### src/design/lkv_pkg.sv
// Shared types and constants for the LRU key-value cache core.
// Used by lkv_cell and lru_key_value_cache_core; depends on nothing.
package lkv_pkg;

  localparam int ENTRIES = 16;
  localparam int CNT_W   = $clog2(ENTRIES + 1);
  localparam int CAP_W   = 5;
  localparam int CMP_W   = (CNT_W > CAP_W) ? CNT_W : CAP_W;

  localparam logic [CAP_W-1:0] CAP_RESET = 5'd16;

  localparam logic CMD_GET = 1'b0;
  localparam logic CMD_PUT = 1'b1;

  // Request word as it arrives on the command port.
  typedef struct packed {
    logic               command;
    logic signed [31:0] key;
    logic signed [31:0] value;
  } lkv_req_t;

  // Result word returned for every get.
  typedef struct packed {
    logic               found;
    logic signed [31:0] read_value;
  } lkv_rsp_t;

  // Contents of one cell of the recency chain.
  typedef struct packed {
    logic        valid;
    logic [31:0] key;
    logic [31:0] value;
  } lkv_entry_t;

  // Per-cell control: capture the key match, or load from the left neighbour.
  typedef struct packed {
    logic capture;
    logic shift;
  } lkv_cell_ctrl_t;

  typedef enum logic {
    ST_IDLE,
    ST_UPDATE
  } lkv_state_t;

endpackage

### src/design/lru_key_value_cache_core.sv
// Top level of the LRU key-value cache: a chain of cells ordered by recency.
// Depends on lkv_pkg and lkv_cell.
//
//  channel   signals                       direction  handshake
//  request   start, busy, req              in         taken when start and not busy
//  result    done, rsp                     out        one cycle, marked by done
//  config    cfg_valid, cfg_ready, cfg_data in        written when valid and ready
//
// For each request the key is first compared in every cell when the word is
// taken, and the chain then shifts in the update state. The result of a
// get appears on rsp with done for one cycle after that, while the next word can
// already be taken. The receiver cannot stall. cfg_ready is low while a word is
// offered or being updated. Reset clears the valid marks, the occupied count
// and sets the capacity to sixteen; no clearing pass is needed.
module lru_key_value_cache_core import lkv_pkg::*; (
  input  logic             clk,
  input  logic             rst,
  input  logic             start,
  output logic             busy,
  input  lkv_req_t         req,
  output logic             done,
  output lkv_rsp_t         rsp,
  input  logic             cfg_valid,
  output logic             cfg_ready,
  input  logic [CAP_W-1:0] cfg_data
);

  lkv_state_t       state, state_next;
  logic [CAP_W-1:0] capacity;
  logic [CNT_W-1:0] count;
  lkv_req_t         cur;
  logic             update;
  logic             capture;

  lkv_entry_t       entries [ENTRIES];
  logic [ENTRIES-1:0] match;
  logic [ENTRIES-1:0] hit_above;
  logic [ENTRIES-1:0] shift;
  lkv_entry_t       new_entry;
  logic             any_hit;
  logic [31:0]      hit_value;
  logic [CMP_W-1:0] cap_ext, eff_cap, count_ext, limit;
  logic             evict;
  logic             is_put;

  // The capacity only changes while no word is in progress.
  assign cfg_ready = !busy && !start;
  assign capture   = start && !busy;

  // Capacity register.
  always_ff @(posedge clk) begin
    if (rst) begin
      capacity <= CAP_RESET;
    end else if (cfg_valid && cfg_ready) begin
      capacity <= cfg_data;
    end
  end

  // Next state.
  always_comb begin
    state_next = state;
    unique case (state)
      ST_IDLE:   if (capture) state_next = ST_UPDATE;
      ST_UPDATE: state_next = ST_IDLE;
      default:   state_next = ST_IDLE;
    endcase
  end

  always_ff @(posedge clk) begin
    if (rst) begin
      state <= ST_IDLE;
    end else begin
      state <= state_next;
    end
  end

  // State outputs.
  always_comb begin
    busy   = 1'b0;
    update = 1'b0;
    unique case (state)
      ST_IDLE:   busy = 1'b0;
      ST_UPDATE: begin
        busy   = 1'b1;
        update = 1'b1;
      end
      default:   busy = 1'b0;
    endcase
  end

  // Hold the request word for the update cycle.
  always_ff @(posedge clk) begin
    if (capture) begin
      cur <= req;
    end
  end

  // Effective capacity, clamped to one up to the number of cells.
  always_comb begin
    cap_ext   = CMP_W'(capacity);
    count_ext = CMP_W'(count);
    if (cap_ext == '0) begin
      eff_cap = CMP_W'(1);
    end else if (cap_ext > CMP_W'(ENTRIES)) begin
      eff_cap = CMP_W'(ENTRIES);
    end else begin
      eff_cap = cap_ext;
    end
    evict = count_ext >= eff_cap;
    limit = evict ? (count_ext - CMP_W'(1)) : count_ext;
  end

  // Value of the matching cell; at most one cell can match.
  always_comb begin
    hit_value = '0;
    for (int i = 0; i < ENTRIES; i++) begin
      if (match[i]) begin
        hit_value = hit_value | entries[i].value;
      end
    end
  end

  assign any_hit = |match;
  assign is_put  = (cur.command == CMD_PUT);

  // The word entering the head of the chain is always the most recent entry.
  always_comb begin
    new_entry.valid = 1'b1;
    new_entry.key   = cur.key;
    new_entry.value = is_put ? cur.value : hit_value;
  end

  // On a hit the cells up to the hit position shift; on an insert the cells up
  // to the limit shift, dropping the least recent entry when evicting.
  genvar g;
  generate
    for (g = 0; g < ENTRIES; g++) begin : g_cell
      lkv_cell_ctrl_t ctrl;
      lkv_entry_t     left;

      assign hit_above[g] = |match[ENTRIES-1:g];
      assign shift[g] = update && (any_hit ? hit_above[g]
                                           : (is_put && (CMP_W'(g) <= limit)));
      assign ctrl.capture = capture;
      assign ctrl.shift   = shift[g];

      if (g == 0) begin : g_head
        assign left = new_entry;
      end else begin : g_body
        assign left = entries[g-1];
      end

      lkv_cell u_cell (
        .clk        (clk),
        .rst        (rst),
        .ctrl       (ctrl),
        .cmp_key    (req.key),
        .left_entry (left),
        .entry      (entries[g]),
        .match      (match[g])
      );
    end
  endgenerate

  // Occupied count grows only on an insert that does not evict.
  always_ff @(posedge clk) begin
    if (rst) begin
      count <= '0;
    end else if (update && is_put && !any_hit && !evict) begin
      count <= count + CNT_W'(1);
    end
  end

  // Result word for a get, shown for one cycle.
  always_ff @(posedge clk) begin
    if (rst) begin
      done <= 1'b0;
    end else begin
      done <= update && (cur.command == CMD_GET);
    end
  end

  always_ff @(posedge clk) begin
    if (update) begin
      rsp.found      <= any_hit;
      rsp.read_value <= any_hit ? hit_value : 32'sd0;
    end
  end

endmodule

### src/design/lkv_cell.sv
// One cell of the recency-ordered chain: holds a key, a value and a valid mark.
// Depends on lkv_pkg for the entry and control types.
module lkv_cell import lkv_pkg::*; (
  input  logic           clk,
  input  logic           rst,
  input  lkv_cell_ctrl_t ctrl,
  input  logic [31:0]    cmp_key,
  input  lkv_entry_t     left_entry,
  output lkv_entry_t     entry,
  output logic           match
);

  // The valid mark is control state and is cleared at reset.
  always_ff @(posedge clk) begin
    if (rst) begin
      entry.valid <= 1'b0;
    end else if (ctrl.shift) begin
      entry.valid <= left_entry.valid;
    end
  end

  // Key and value move along the chain with the valid mark.
  always_ff @(posedge clk) begin
    if (ctrl.shift) begin
      entry.key   <= left_entry.key;
      entry.value <= left_entry.value;
    end
  end

  // The broadcast key is compared when a request word is taken.
  always_ff @(posedge clk) begin
    if (rst) begin
      match <= 1'b0;
    end else if (ctrl.capture) begin
      match <= entry.valid && (entry.key == cmp_key);
    end
  end

endmodule

### config.mk
export PLATFORM = sky130hd
export DESIGN_NAME = lru_key_value_cache_core
export DESIGN_NICKNAME = d
export VERILOG_FILES = /design/src/design/lkv_pkg.sv /design/src/design/lru_key_value_cache_core.sv /design/src/design/lkv_cell.sv
export SDC_FILE = /design/constraint.sdc
export NUM_CORES = 1
export LEC_CHECK = 0
export BUFFER_PORTS_ARGS = -buffer_cell sky130_fd_sc_hd__buf_2
export CAP_MARGIN = 20
export CORE_MARGIN = 1
export CORE_UTILIZATION = 30
export DETAILED_ROUTE_END_ITERATION = 6
export REMOVE_ABC_BUFFERS = 1
export SETUP_SLACK_MARGIN = 0.2
export SYNTH_ARGS = -nofsm -noshare
export SYNTH_HDL_FRONTEND = slang
export SYNTH_SLANG_ARGS = --single-unit
### constraint.sdc
create_clock -name clk -period 9.76 [get_ports clk]
set_input_delay 1.952 -clock clk [delete_from_list [all_inputs] [get_ports clk]]
set_output_delay 1.952 -clock clk [all_outputs]
set_load 0.01 [all_outputs]
==> flow_metrics.py <==
metrics = {
    "placement": {
        "dp_cells": 4473,
        "numPortBuffers": 109,
        "dpl_worst_slack_ns": 4.69,
        "place_hpwl_mm": 71.8,
        "routabilityCongestion": 0.830,
    },
    "clock_tree": {
        "cts_tree": "built",
        "clk_latency_ns": 0.72,
        "cts.sinks": 1166,
        "hold_buffers": 0,
        "path_clk_slew_ns": 0.06,
        "clk_path_buf_depth": 3,
        "post_cts_resized": 0,
        "numCtsBuffers": 116,
        "cts_max_level": 3,
        "cts_setup_buffers": 0,
        "cts_root_buffer": "clkbuf_16",
    },
    "logic_synthesis": {
        "synthFlopType": "edfxtp_1",
        "synth-simple-area-share_pct": 4.21,
        "synth_compound_area_share_pct": 5.93,
        "synth.area.top_cells": "edfxtp_1, xor2_1, xnor2_1, a221oi_1, a22o_1",
        "synth.distinct_cells": 61,
        "synth_xor_area_share_pct": 10.1,
        "synthDominantCellAreaShare_pct": 75.0,
        "synth_top_family_by_area": "XOR/XNOR gates",
        "synth_cells": 2537,
        "synth_most_common_cell": "edfxtp_1",
        "synth_edf_count": 1122,
        "syn_area_um2": 44900,
        "avgSynthCellArea_um2": 17.7,
        "yosysWarnings": 0,
        "async_flop_share_pct": 0,
        "synth_common_cells": "edfxtp_1, xor2_1, xnor2_1, a221oi_1, a22o_1",
        "synth_seq_cells": 1166,
        "ys_seq_area_share_pct": 77.0,
        "synth_top_area_cell": "edfxtp_1",
        "yosys.area_share.adder_pct": 0.195,
        "synth.area.mux_share_pct": 1.27,
    },
    "timing": {
        "fin_crit_ns": 4.84,
        "final-hold-violation-count": 0,
        "rsz0062_at_grt": "false",
        "fin_setup_tns_ns": 0,
        "finalCritPeriodShare_pct": 49.6,
        "timing.hold.ws_ns": 0.416,
        "relSlewSlack_pct": 20.9,
        "setup_viol": 0,
        "finClkSkew_ns": 0.0427,
        "fmax_mhz": 207,
        "worst_slew_pin_slew_ns": 1.19,
        "setup_slack_ns": 4.92,
        "final_max_slew_viol_count": 0,
    },
    "routing": {
        "drt-total-wl_mm": 116,
        "dr.pass1.iters": 5,
        "drtAntennaViolNets": 0,
        "avgViaCountPerCell": 5.01,
        "routedWlPerCell_um": 24.7,
        "vias": 23500,
        "drt-initial-drc-count": 2055,
        "drc": 0,
    },
    "floorplanning": {
        "core_area_um2": 148000,
        "die_y_um": 389,
        "die_w_um": 389,
        "io-pin-count": 110,
        "start_util_pct": 30.3,
        "die_area_um2": 151000,
        "rows": 141,
    },
    "power_and_ir_drop": {
        "p_sw_uw": 2160,
        "comb_power_share_pct": 3.3,
        "p_per_area_nw_per_um2": 200,
        "power_frac_clock_pct": 42.6,
        "p_seq_share_pct": 54.1,
        "peakVddDrop_mv": 0.176,
        "p_leak_uw": 0.0163,
        "internal-power_uw": 8130,
        "swShare_pct": 21.0,
    },
    "run_status": {
        "status": "completed",
    },
    "global_route": {
        "grt_usage_pct": 15.0,
        "grt_max_degree": 69,
        "antenna_found_initial": 6,
        "grt_pass1_vias": 24000,
        "grt_pass1_wl_mm": 168,
        "grt-ovfl-total": 0,
    },
    "finish": {
        "multiInputGateArea_um2": 9860,
        "seqCellArea_um2": 34600,
        "final_core_util_pct": 34.8,
        "finalNetCount": 2744,
        "area_delta_synth_final_pct": 14.8,
        "layout-drive-gt1-share_pct": 14.1,
        "nFillCells": 13900,
        "final_cells": 4690,
    },
    "critical_path": {
        "critPathMaxFanout": 33,
        "path_class": "reg2reg",
        "cp_data_required_time_ns": 10.09,
        "startpoint": "cap_ext[1]$_SDFFE_PP0P_",
        "r2r_start": "cap_ext[1]$_SDFFE_PP0P_",
        "reg2reg_depth": 12,
        "r2r-end": "g_cell[14].u_cell.entry[10]$_DFFE_PP_",
        "r2r_slack_ns": 4.92,
        "startpoint_type": "register",
        "crit_arrival_ns": 5.17,
        "worst_setup_path_end_kind": "register",
        "cp-endpoint": "g_cell[14].u_cell.entry[10]$_DFFE_PP_",
    },
    "job": {
        "maxCapViolCount": 0,
    },
    "worst_hold_path": {
        "hp-class": "reg2reg",
    },
}
-- final cells by class --
cell class / count / area share, %
Antenna cell: 1 / 0.00485
Clock buffer: 154 / 6.03
Clock inverter: 60 / 1.16
Inverter: 12 / 0.109
Multi-Input combinational cell: 1213 / 19.1
Sequential cell: 1166 / 67.1
Tap cell: 1930 / 4.68
Timing Repair Buffer: 154 / 1.80
-- power by group through the flow --
stage / Sequential [uW] / Combinational [uW] / Clock [uW]
after floorplan: 5660 / 160 / 0
after global placement: 5670 / 345 / 0
after detailed placement: 5670 / 348 / 0
after CTS: 5560 / 350 / 4470
after global routing: 5570 / 372 / 4650
final: 5560 / 345 / 4380
-- sequential cells by signal (all words and copies together) (netlist names) --
name and flops:
cur 64, cap_ext 5, is_put 1, g_cell.u_cell.entry 1040, rsp 33, count 5
g_cell.u_cell.match 16, done 1, state 1
-- how the worst min path moves through the flow --
stage / from / to / slack [ns] / cells past startpoint
final: cur[60]$_DFFE_PP_ / g_cell[0].u_cell.entry[60]$_DFFE_PP_ / 0.42 / 0
after global routing: cur[36]$_DFFE_PP_ / g_cell[0].u_cell.entry[36]$_DFFE_PP_ / 0.42 / 0
after CTS: cur[60]$_DFFE_PP_ / g_cell[0].u_cell.entry[60]$_DFFE_PP_ / 0.41 / 0
after detailed placement: cur[63]$_DFFE_PP_ / g_cell[0].u_cell.entry[63]$_DFFE_PP_ / 0.40 / 0
after global placement: cur[62]$_DFFE_PP_ / g_cell[0].u_cell.entry[62]$_DFFE_PP_ / 0.40 / 0
after floorplan: cur[32]$_DFFE_PP_ / g_cell[0].u_cell.entry[32]$_DFFE_PP_ / 0.40 / 0
-- per-layer routing --
layer	up-vias	GRT usage [%]	share of wire [%]	routed length (um)
met4	10	4.80	2.6	3050
met2	962	24.1	47	53900
met3	184	3.35	7.6	8780
met1	12100	20.3	43	49900
met5	-	0	0.041	47
li1	10300	-	-	-
-- per-stage QoR --
step | power [uW] | area [um^2]
detailed placement | 6020 | 47800
floorplan | 5820 | 44400
global placement | 6010 | 47800
finish | 10300 | 51600
global route | 10600 | 51600
CTS | 10400 | 51500
-- cell families after synthesis --
group	count (synthesis)
xor gates and xnor gates	516
DFF	1166
and+or+nand+nor	323
AOI/OAI and AO/OA	314
buffers and inverters	158
adders and majority gates	7
muxes	53
-- critical path, stage by stage, from the launching register on --
cell      delay, ns
dfxtp_1        0.34
nor3_1         0.22
nor2_1         0.06
nor2_1         0.10
ha_1           0.23
nand2b_1       0.15
a31oi_2        0.42
o221ai_1       0.21
a311oi_2       0.90
a31oi_1        0.35
o311ai_1       0.25
clkinv_2       0.63
buf_4          0.55
-- layout by cell type (no fill, tap or decap), drive strengths merged, types with 4 or more instances in the layout --
cell type	count
a221oi	128
a31oi	5
nor2	30
inv	10
nand2	32
a22o	128
clkbuf	154
and2	5
nor3	4
or3	5
nor4	98
nand3	6
bufinv	10
o21ai	7
xor2	322
mux2i	20
clkinv	52
buf	154
a21oi	19
nand4	113
ha	7
edfxtp	1122
dfxtp	44
mux2	33
xnor2	194
nand2b	18
o311a	5
No activity file was read; power rests on OpenSTA's default activity.
